`config.mk`:
```
export PLATFORM = sky130hd
export DESIGN_NAME = prescaled_reload_timer_core
export DESIGN_NICKNAME = d
export VERILOG_FILES = /design/src/hdl/prt_pkg.sv /design/src/hdl/prescaled_reload_timer_core.sv /design/src/hdl/prt_timer.sv
export VERILOG_INCLUDE_DIRS = /design/src /design/src/hdl
export SDC_FILE = /design/constraint.sdc
export NUM_CORES = 1
export LEC_CHECK = 0
export ABC_AREA = 1
export BUFFER_PORTS_ARGS = -buffer_cell sky130_fd_sc_hd__buf_2
export CORE_MARGIN = 3
export CORE_UTILIZATION = 53
export CTS_BUF_LIST = sky130_fd_sc_hd__clkbuf_2
export DETAILED_ROUTE_END_ITERATION = 6
export GPL_ROUTABILITY_DRIVEN = 1
export PLACE_DENSITY = 0.78
export SLEW_MARGIN = 25
export SYNTH_ARGS = -nofsm -noshare
export SYNTH_HDL_FRONTEND = slang
export SYNTH_HIERARCHICAL = 1
export SYNTH_SLANG_ARGS = --single-unit
```
`constraint.sdc`:
```
create_clock -name clk_i -period 3.85 [get_ports clk_i]
set_clock_uncertainty 0.1 [all_clocks]
set_input_delay 0.385 -clock clk_i [delete_from_list [all_inputs] [get_ports clk_i]]
set_output_delay 0.385 -clock clk_i [all_outputs]
set_load 0.02 [all_outputs]
```
`src/hdl/prescaled_reload_timer_core_defines.svh`:
```
// Assertion helpers shared by the timer RTL.
// Both sample on clk_i and stay quiet while rst_ni is low.
`ifndef PRESCALED_RELOAD_TIMER_CORE_DEFINES_SVH
`define PRESCALED_RELOAD_TIMER_CORE_DEFINES_SVH

`define PRT_ASSERT(label, prop, msg) \
  label: assert property (@(posedge clk_i) disable iff (!rst_ni) prop) \
    else $error(msg);

// Check on the cycle after the antecedent.
`define PRT_ASSERT_NEXT(label, pre, post, msg) \
  `PRT_ASSERT(label, (pre) |=> (post), msg)

`endif

```
`src/hdl/prt_pkg.sv`:
```
package prt_pkg;

  localparam int unsigned DataW = 16;
  localparam int unsigned PscW  = 16;

  typedef enum logic [1:0] {
    CmdTick  = 2'd0,
    CmdWrite = 2'd1,
    CmdRead  = 2'd2
  } cmd_e;

  typedef enum logic [1:0] {
    RegCtrl   = 2'd0,
    RegStatus = 2'd1,
    RegCount  = 2'd2,
    RegEvent  = 2'd3
  } reg_sel_e;

  typedef enum logic [1:0] {
    CfgPrescaler = 2'd0,
    CfgReload    = 2'd1,
    CfgIrqEn     = 2'd2,
    CfgOvfOnly   = 2'd3
  } cfg_idx_e;

  typedef struct packed {
    logic [PscW-1:0]  prescaler;
    logic [DataW-1:0] reload;
    logic             irq_en;
    logic             ovf_only;
  } cfg_t;

  typedef struct packed {
    cmd_e             cmd;
    reg_sel_e         sel;
    logic [DataW-1:0] data;
  } item_t;

  typedef struct packed {
    logic             running;
    logic             irq;
    logic [DataW-1:0] read_data;
  } result_t;

endpackage

```
`src/hdl/prescaled_reload_timer_core.sv`:
```
// Prescaled auto-reload up-counting timer.
// Input stream: each item is a tick, a register write or a register read;
// s_axis_tuser carries the command and the register select, s_axis_tdata
// the write value. Every item gives exactly one result on the output stream:
// read data, the interrupt level and the running bit after that item.
// The APB port holds prescaler, reload, interrupt enable and overflow-only
// option at byte addresses 0, 4, 8 and 12; pready is tied high.
// A result appears in the cycle after its item is accepted.
// Throughput: one item per cycle when not stalled; the whole state update is
// one pass of logic from the timer registers into the result register.
// When the output stalls, the result register holds and s_axis_tready
// drops until the result is taken; a result leaving in the same cycle
// lets a new item in.
// Reset clears both counts, enable, one-pulse and update flag, the
// prescaler to 0 and reload to all ones; no result is pending after reset.
`include "prescaled_reload_timer_core_defines.svh"

module prescaled_reload_timer_core #(
  parameter int unsigned COUNTER_WIDTH = 16
) (
  input  logic        clk_i,
  input  logic        rst_ni,
  input  logic        s_axis_tvalid,
  output logic        s_axis_tready,
  input  logic [15:0] s_axis_tdata,  // [15:0] write_data
  input  logic [3:0]  s_axis_tuser,  // [1:0] cmd, [3:2] reg_select
  output logic        m_axis_tvalid,
  input  logic        m_axis_tready,
  output logic [23:0] m_axis_tdata,  // [15:0] read_data, [16] irq, [17] running
  input  logic        psel,
  input  logic        penable,
  input  logic        pwrite,
  input  logic [3:0]  paddr,
  input  logic [31:0] pwdata,
  output logic [31:0] prdata,
  output logic        pready
);
  import prt_pkg::*;

  cfg_t     cfg_q;
  cfg_idx_e cfg_idx;
  logic     cfg_wr;
  item_t    item;
  logic     in_accept;
  result_t  res;
  logic     out_valid_q, out_valid_d;
  result_t  out_data_q;

  assign pready  = 1'b1;
  assign cfg_idx = cfg_idx_e'(paddr[3:2]);
  assign cfg_wr  = psel & penable & pwrite & pready;

  always_ff @(posedge clk_i or negedge rst_ni) begin
    if (!rst_ni) begin
      cfg_q.prescaler <= '0;
      cfg_q.reload    <= '1;
      cfg_q.irq_en    <= 1'b0;
      cfg_q.ovf_only  <= 1'b0;
    end else if (cfg_wr) begin
      unique case (cfg_idx)
        CfgPrescaler: cfg_q.prescaler <= pwdata[PscW-1:0];
        CfgReload:    cfg_q.reload    <= pwdata[DataW-1:0];
        CfgIrqEn:     cfg_q.irq_en    <= pwdata[0];
        CfgOvfOnly:   cfg_q.ovf_only  <= pwdata[0];
        default: ;
      endcase
    end
  end

  always_comb begin
    unique case (cfg_idx)
      CfgPrescaler: prdata = 32'(cfg_q.prescaler);
      CfgReload:    prdata = 32'(cfg_q.reload);
      CfgIrqEn:     prdata = 32'(cfg_q.irq_en);
      CfgOvfOnly:   prdata = 32'(cfg_q.ovf_only);
      default:      prdata = '0;
    endcase
  end

  assign item.cmd  = cmd_e'(s_axis_tuser[1:0]);
  assign item.sel  = reg_sel_e'(s_axis_tuser[3:2]);
  assign item.data = s_axis_tdata;

  // take a new item whenever the result register is free or draining
  assign s_axis_tready = !out_valid_q || m_axis_tready;
  assign in_accept     = s_axis_tvalid && s_axis_tready;

  prt_timer #(
    .COUNTER_WIDTH(COUNTER_WIDTH)
  ) u_timer (
    .clk_i       (clk_i),
    .rst_ni      (rst_ni),
    .item_valid_i(in_accept),
    .item_i      (item),
    .cfg_i       (cfg_q),
    .result_o    (res)
  );

  assign out_valid_d = in_accept || (out_valid_q && !m_axis_tready);

  always_ff @(posedge clk_i or negedge rst_ni) begin
    if (!rst_ni) begin
      out_valid_q <= 1'b0;
    end else begin
      out_valid_q <= out_valid_d;
    end
  end

  always_ff @(posedge clk_i) begin
    if (in_accept) begin
      out_data_q <= res;
    end
  end

  assign m_axis_tvalid = out_valid_q;
  assign m_axis_tdata  = {6'b0, out_data_q.running, out_data_q.irq, out_data_q.read_data};

  `PRT_ASSERT(a_ready_when_empty, !out_valid_q |-> s_axis_tready,
    "input blocked with empty result register")
  `PRT_ASSERT_NEXT(a_accept_gives_result, in_accept, m_axis_tvalid,
    "accepted item produced no result")
  `PRT_ASSERT(a_no_overwrite, m_axis_tvalid && !m_axis_tready |-> !s_axis_tready,
    "input accepted over a stalled result")

endmodule

```
`src/hdl/prt_timer.sv`:
```
`include "prescaled_reload_timer_core_defines.svh"

module prt_timer #(
  parameter int unsigned COUNTER_WIDTH = 16
) (
  input  logic            clk_i,
  input  logic            rst_ni,
  input  logic            item_valid_i,
  input  prt_pkg::item_t  item_i,
  input  prt_pkg::cfg_t   cfg_i,
  output prt_pkg::result_t result_o
);
  import prt_pkg::*;

  localparam int unsigned CmpW = (COUNTER_WIDTH > DataW) ? COUNTER_WIDTH : DataW;

  logic [PscW-1:0]          psc_q, psc_d;
  logic [COUNTER_WIDTH-1:0] cnt_q, cnt_d;
  logic                     en_q, en_d;
  logic                     op_q, op_d;
  logic                     flag_q, flag_d;
  logic [DataW-1:0]         rd;
  logic [CmpW-1:0]          cnt_ext;
  logic [CmpW-1:0]          reload_ext;
  logic [CmpW-1:0]          data_ext;
  logic                     psc_wrap;
  logic                     cnt_wrap;

  assign cnt_ext    = CmpW'(cnt_q);
  assign reload_ext = CmpW'(cfg_i.reload);
  assign data_ext   = CmpW'(item_i.data);
  assign psc_wrap   = (psc_q >= cfg_i.prescaler);
  // a counter written above reload wraps on its next step as well
  assign cnt_wrap   = (cnt_ext >= reload_ext);

  always_comb begin
    psc_d  = psc_q;
    cnt_d  = cnt_q;
    en_d   = en_q;
    op_d   = op_q;
    flag_d = flag_q;
    rd     = '0;
    if (item_valid_i) begin
      unique case (item_i.cmd)
        CmdTick: begin
          if (en_q) begin
            if (psc_wrap) begin
              psc_d = '0;
              // zero reload holds the counter
              if (cfg_i.reload != '0) begin
                if (cnt_wrap) begin
                  cnt_d  = '0;
                  flag_d = 1'b1;
                  if (op_q) begin
                    en_d = 1'b0;
                  end
                end else begin
                  cnt_d = cnt_q + COUNTER_WIDTH'(1);
                end
              end
            end else begin
              psc_d = psc_q + PscW'(1);
            end
          end
        end
        CmdWrite: begin
          unique case (item_i.sel)
            RegCtrl: begin
              en_d = item_i.data[0];
              op_d = item_i.data[1];
            end
            RegStatus: flag_d = flag_q & item_i.data[0];
            RegCount:  cnt_d  = data_ext[COUNTER_WIDTH-1:0];
            RegEvent: begin
              if (item_i.data[0]) begin
                psc_d = '0;
                cnt_d = '0;
                if (!cfg_i.ovf_only) begin
                  flag_d = 1'b1;
                end
              end
            end
            default: ;
          endcase
        end
        CmdRead: begin
          unique case (item_i.sel)
            RegCtrl:   rd = {{(DataW-2){1'b0}}, op_q, en_q};
            RegStatus: rd = {{(DataW-1){1'b0}}, flag_q};
            RegCount:  rd = cnt_ext[DataW-1:0];
            RegEvent:  rd = '0;
            default:   rd = '0;
          endcase
        end
        default: ;
      endcase
    end
  end

  always_ff @(posedge clk_i or negedge rst_ni) begin
    if (!rst_ni) begin
      psc_q  <= '0;
      cnt_q  <= '0;
      en_q   <= 1'b0;
      op_q   <= 1'b0;
      flag_q <= 1'b0;
    end else begin
      psc_q  <= psc_d;
      cnt_q  <= cnt_d;
      en_q   <= en_d;
      op_q   <= op_d;
      flag_q <= flag_d;
    end
  end

  assign result_o.read_data = rd;
  assign result_o.irq       = flag_d & cfg_i.irq_en;
  assign result_o.running   = en_d;

  `PRT_ASSERT_NEXT(a_stopped_tick_holds,
    item_valid_i && item_i.cmd == CmdTick && !en_q,
    $stable(psc_q) && $stable(cnt_q) && $stable(flag_q),
    "tick changed counts while stopped")
  `PRT_ASSERT_NEXT(a_zero_reload_holds,
    item_valid_i && item_i.cmd == CmdTick && cfg_i.reload == '0,
    $stable(cnt_q) && $stable(flag_q),
    "counter moved with zero reload")
  `PRT_ASSERT_NEXT(a_one_pulse_stops,
    item_valid_i && item_i.cmd == CmdTick && en_q && op_q && psc_wrap &&
      cfg_i.reload != '0 && cnt_wrap,
    !en_q && flag_q && cnt_q == '0,
    "one-pulse wrap did not stop the timer")

endmodule

```
Word level (Yosys, flattened, before mapping)
Cells that the tools add are included.
{ "op_classes": {"addsub": 2, "n_lt_le_gt_ge": 2, "eq_ne": 15, "muxes": 30, "n_bitwise": 4, "n_reduce_logical": 18} }
{ "ops": {"columns": ["op", "count"], "rows": [
  ["two-way mux 16 bit", 8],
  ["one-hot mux 32 bit (4 select lines)", 1],
  ["one-hot mux 16 bit (2 select lines)", 3],
  ["one-hot mux 16 bit (4 select lines)", 1],
  ["adder 16 x 1 -> 16 bit, second input constant", 2],
  ["greater-or-equal comparator 16 bit", 2],
  ["nonzero test 16 bit", 1],
  ["two-way mux 1 bit", 14],
  ["equality test 2 bit, second input constant", 5],
  ["!= test 2 x 1 -> 1 bit, second input constant", 4],
  ["AND reduction 2 bit", 4],
  ["AND reduction 7 bit", 1],
  ["equality test 2 x 1 -> 1 bit, second input constant", 3],
  ["logical NOT 2 bit", 3],
  ["one-hot mux 1 bit (2 select lines)", 3],
  ["AND reduction 5 bit", 1],
  ["bitwise AND 1 bit", 4],
  ["!= test 3 x 1 -> 1 bit, second input constant", 1],
  ["!= test 3 bit, second input constant", 1],
  ["AND reduction 3 bit", 1],
  ["logical AND 1 bit", 2],
  ["logical NOT 1 bit", 2],
  ["logical OR 1 bit", 2],
  ["!= test 2 bit, second input constant", 1],
  ["nonzero test 2 bit", 1]
]} }
{ "word_totals": {"reg_bits": 88, "in_bits": 63, "word_cells": 84} }

Logic depth before layout (Yosys ltp)
{ "logic_depth": {"depth_word": 8, "depth_mapped": 17} }

Cells and area by module
The synthesis kept the hierarchy.
{ "by_module_without_submodules": {"columns": ["module", "n_inst", "cells_per_inst", "area_per_inst_um2", "seq_area_each_um2"], "rows": [
  ["prt_timer", 1, 485, 3293.2, 875.8],
  ["prescaled_reload_timer_core", 1, 260, 2432.3, 1436.4]
]} }

Worst setup path after synthesis
No wires, ideal clock.
{ "synth_path": {"path_type": "register -> register", "start": "register out_valid_q (netlist: m_axis_tvalid)", "end": "register u_timer.psc_q[13]", "setup_time_ns": 0.125, "arrival_time_ns": 2.840, "slack_ns": 0.786, "path_stages_with_launch": 11, "cell_sequence": "dfrtp_1 -> a21oi_1 -> nand2_1 -> a21oi_4 -> nand3_4 -> nor2_2 -> nand2_1 -> nor2_2 -> nand3_2 -> nor3_1 -> nor3_2"} }
{ "synth_between": {"elab_chain_len": 4} }
{ "synth_rtl": {"columns": ["item", "line", "rtl"], "rows": [
  ["start: declaration", "prescaled_reload_timer_core.sv:46", "logic out_valid_q, out_valid_d;"],
  ["start signal: assignment", "prescaled_reload_timer_core.sv:105", "out_valid_q <= out_valid_d;"],
  ["logical NOT 1 bit", "prescaled_reload_timer_core.sv:85", "assign s_axis_tready = !out_valid_q || m_axis_tready;"],
  ["logical OR 1 bit", "prescaled_reload_timer_core.sv:85", null],
  ["logical AND 1 bit", "prescaled_reload_timer_core.sv:86", "assign in_accept = s_axis_tvalid && s_axis_tready;"],
  ["named net in_accept", "prescaled_reload_timer_core.sv:44", "logic in_accept;"],
  ["AND reduction 5 bit (no source line)", null, null],
  ["end signal: assignment", "prt_timer.sv:108", "psc_q <= psc_d;"],
  ["end: declaration", "prt_timer.sv:17", "logic [PscW-1:0] psc_q, psc_d;"]
]} }
The timed path passes the listed nets, and every way through them passes these cells.
A chain may end at the register's enable or synchronous reset.

Final worst setup path
{ "layout_path": {"start": "register cfg_q[13] in the netlist's numbering", "end": "register u_timer.cnt_q[1] (netlist: u_timer/cnt_ext[1])"} }
{ "layout_between": {"elab_chain_len": 6, "elab_cells_between_ends": 9} }
{ "layout_rtl": {"columns": ["item", "line", "rtl"], "rows": [
  ["start: declaration", "prescaled_reload_timer_core.sv:40", "cfg_t cfg_q;"],
  ["greater-or-equal comparator 16 bit", "prt_timer.sv:34", "assign cnt_wrap = (cnt_ext >= reload_ext);"],
  ["two-way mux 16 bit", "prt_timer.sv:51", "if (cnt_wrap) begin"],
  ["two-way mux 16 bit", "prt_timer.sv:50", "if (cfg_i.reload != '0) begin"],
  ["two-way mux 16 bit", "prt_timer.sv:47", "if (psc_wrap) begin"],
  ["two-way mux 16 bit", "prt_timer.sv:46", "if (en_q) begin"],
  ["one-hot mux 16 bit (2 select lines)", "prt_timer.sv:44", "unique case (item_i.cmd)"],
  ["end signal: assignment", "prt_timer.sv:109", "cnt_q <= cnt_d;"],
  ["end: declaration", "prt_timer.sv:18", "logic [COUNTER_WIDTH-1:0] cnt_q, cnt_d;"]
]} }
Parallel ways exist; a longest one is shown, timed or not. The select of a mux whose other input is x is not followed.

==> results.py <==
metrics = {
    "outcome": {
        "status": "completed",
    },
    "worst_setup_path": {
        "cpMaxStageDelayCell": "dfstp_2",
        "critPathMaxStageDelay_ns": 0.63,
        "cp.arrival_ns": 3.19,
        "crit_top_cell": "nand2_1",
        "critPathLaunchType": "flop",
        "required_ns": 4.23,
        "cp-end-kind": "flop",
        "cp_max_fo": 14,
        "path_cells": "inv_1 > ha_1 > nand2_1 > inv_1 > nand2_1 > a21oi_1 > nor2_1 > nand3_1 > inv_1 > nand2_1 > o21ai_0 > nand2_1 > o21ai_0",
        "critical_path_class": "flop to flop",
    },
    "sta": {
        "rsz0062_at_grt": "false",
        "slew_headroom_pct": 49.7,
        "setup_violations": 0,
        "period_share_pct": 73.1,
        "finalMaxSlewViolations": 0,
        "hold_ws_ns": 0.0550,
        "min_period_ns": 2.81,
        "tightest_slew_ns": 0.754,
        "fmax_mhz": 355,
        "final_hold_viol_count": 0,
        "fin_tns_setup_ns": 0,
    },
    "yosys": {
        "yosys.cell_types.count": 42,
        "synthCells": 745,
        "ys_seq_area_share_pct": 40.4,
        "async_flop_share_pct": 79.5,
        "syn_avg_cell_area_um2": 7.69,
        "synth_ff_type": "dfrtp_1",
        "netlist_area_mm2": 0.00573,
        "synth_warnings": 6,
        "ys_ff_latch": 88,
        "synth-edff-count": 18,
    },
    "cells_and_area": {
        "drive_gt1_share_pct": 18.1,
        "final_core_util_pct": 61.1,
        "syn2layout_area_growth_pct": 11.2,
        "finalInstanceArea_mm2": 0.00636,
        "nNetsFinal": 936,
        "antenna_cells": 0,
    },
    "power_and_ir_drop": {
        "p_comb_share_pct": 40.2,
        "powerDensity_mw_per_mm2": 467,
        "intPower_mw": 1.70,
        "finalPower_mw": 2.97,
        "swShare_pct": 42.9,
        "switchingPower_mw": 1.27,
        "peakVddDrop_v": 0.000168,
        "pwr-share-seq_pct": 46.3,
        "p_leak_nw": 3.24,
        "clockPowerShare_pct": 13.5,
    },
    "drt": {
        "ant_nets": 0,
        "wl_per_cell_um": 13.9,
        "dr.pass1.iters": 5,
        "routed_wl_um": 13700,
        "drc": 0,
        "viasPerCell": 5.15,
        "vias": 5045,
        "drt-initial-drc-count": 317,
    },
    "place": {
        "gp_congestion": 0.930,
        "port_buffers": 80,
        "dp_hpwl_um": 10100,
        "dpl_cell_area_mm2": 0.00608,
    },
    "floorplanning": {
        "pin_count": 122,
        "row_count": 37,
        "die_y_um": 110,
        "die_x_um": 110,
        "core_area_mm2": 0.0104,
        "start_util_pct": 55.0,
        "dieArea_mm2": 0.0121,
    },
    "global_route": {
        "track_usage_pct": 23.5,
        "grt_pass1_wl_um": 22300,
        "antenna_found_initial": 0,
        "grt-ovfl-total": 0,
        "grt_pass1_vias": 4669,
        "grt_max_degree": 44,
    },
    "hold_path": {
        "hold_class": "input port to flop",
    },
    "clocking": {
        "clk_latency_ns": 0.56,
        "cts_resized": 0,
        "clock_sinks": 88,
        "cts_max_level": 3,
        "cts_buffer_depth": 2,
        "cts_tree": "done",
        "clock-root-buffer": "clkbuf_2",
        "clk_pin_slew_ns": 0.22,
        "cts_buffers": 9,
    },
    "job": {
        "max_cap_viol_count": 0,
    },
}
-- repair_timing --
action / CTS / global route
hold buffers: 20 / 0
setup buffers: 0 / 0
hold endpoints to repair: 57 / 0
-- critical path: cells and delay by family, from the launching register on --
kind	cells	cell delay, ns
AO/OA/AOI/OAI	3	0.24
adder cells (fa/ha/maj)	1	0.30
buffers and inverters	3	0.42
flip-flops	1	0.63
AND/OR/NAND/NOR	6	1.05
-- kinds of logic (layout without fill, tap and decap cells) --
group / count (synthesis) / after routing / synth area share (%)
XOR/XNOR: 14 / 14 / 2.14
AND/OR/NAND/NOR: 392 / 392 / 30.5
flip-flops: 88 / 88 / 40.4
buffers and inverters: 139 / 217 / 12.0
other: 2 / 23 / 0.131
AO/OA/AOI/OAI: 76 / 76 / 7.45
adder cells (fa/ha/maj): 34 / 34 / 7.43
-- Yosys cell counts (2+ instances only) --
cell      number  area share [%]
buf_2          4            0.35
nand2_1      253              17
buf_6          6             1.2
ha_1          34             7.4
conb_1         2            0.13
nor3_2         3            0.52
inv_2          5            0.33
dfrtp_1       54              24
o22ai_1        2            0.22
nand2_2       11             1.2
dfstp_2       16             7.3
inv_1         93             6.1
a21oi_1       19             1.7
nor2_4         4            0.79
clkbuf_1       4            0.26
nor3b_2        2            0.44
o21ai_0       45             3.9
nand3_1       36             3.1
nor2_1        34             2.2
a21oi_4        2            0.57
nor4_1         3            0.33
o21ai_1        3            0.26
edfxtp_1      18             9.4
nor3_1        30             2.6
buf_4         25             3.3
xor2_1        11             1.7
xnor2_1        3            0.46
nor2_2         4            0.44
nand4_1        6            0.66
-- sequential cells by signal, indices dropped and copies added, names as in the netlist --
register	flops
u_timer/en_q	1
u_timer/psc_q	16
u_timer/flag_q	1
u_timer/cnt_ext	16
cfg_q	34
m_axis_tvalid	1
u_timer/op_q	1
m_axis_tdata	18
-- per-layer routing --
metal	vias up	wire length (µm)	global-route usage (%)
li1	2507	-	-
met1	2357	5930	31.1
met2	165	6660	39.7
met3	16	865	3.64
met4	0	205	7.21
met5	-	0	0
-- power groups by stage --
stage               Sequential, mW  Clock, mW  Combinational (mW)
finish                        1.37      0.401                1.19
global placement              1.39          0                1.10
global route                  1.40      0.453                1.38
floorplan                     1.34          0               0.898
CTS                           1.37      0.410                1.19
detailed placement            1.39          0                1.16
-- stage by stage --
| stage | setup slack [ns] | instances |
|---|---|---|
| after floorplan | 0.786 | 766 |
| after global placement | 1.27 | 944 |
| after detailed placement | 1.17 | 944 |
| after CTS | 1.12 | 980 |
| after global routing | 0.849 | 980 |
| final | 1.04 | 980 |
-- layout make-up --
type	count	area [µm²]
timing repair buffer	102	616
inverter	99	377
multi-input combinational	539	2810
fill	943	4050
tap	136	170
clock inverter	4	21.3
clock buffer	12	60.1
sequential	88	2310
-- worst paths after layout --
kind,slack [ns],from,endpoint,cells past startpoint
min,0.06,s_axis_tdata[12],u_timer/cnt_ext[12],5
max reg2reg,1.04,cfg_q[13],u_timer/cnt_ext[1],13
max,1.04,cfg_q[13],u_timer/cnt_ext[1],13
min in group asynchronous,0.25,rst_ni,u_timer/cnt_ext[11],2
max in group asynchronous,2.39,rst_ni,cfg_q[2],3
min reg2reg,0.39,cfg_q[6],cfg_q[6],2
-- layout by cell type, fill, tap and decap left out, types with 2 or more instances in the layout --
master and count:
clkbuf_2 12, o22ai_1 2, o21ai_0 45, nand4_1 6
nand2_2 11, buf_2 80, conb_1 23, xnor2_1 3
a21oi_4 2, xor2_1 11, dfstp_2 16, nand3_1 36
a21oi_1 18, inv_2 5, edfxtp_1 18, nor2_4 4
buf_4 2, nor2_1 34, ha_1 34, dlygate4sd3_1 20
nor2_2 4, dfrtp_1 54, nor3_1 30, inv_1 93
nor3b_2 2, nor4_1 3, nor3_2 3, o21ai_1 3
nand2_1 253, a21oi_2 2, clkinv_2 2
No activity file was read; power rests on OpenSTA's default activity.
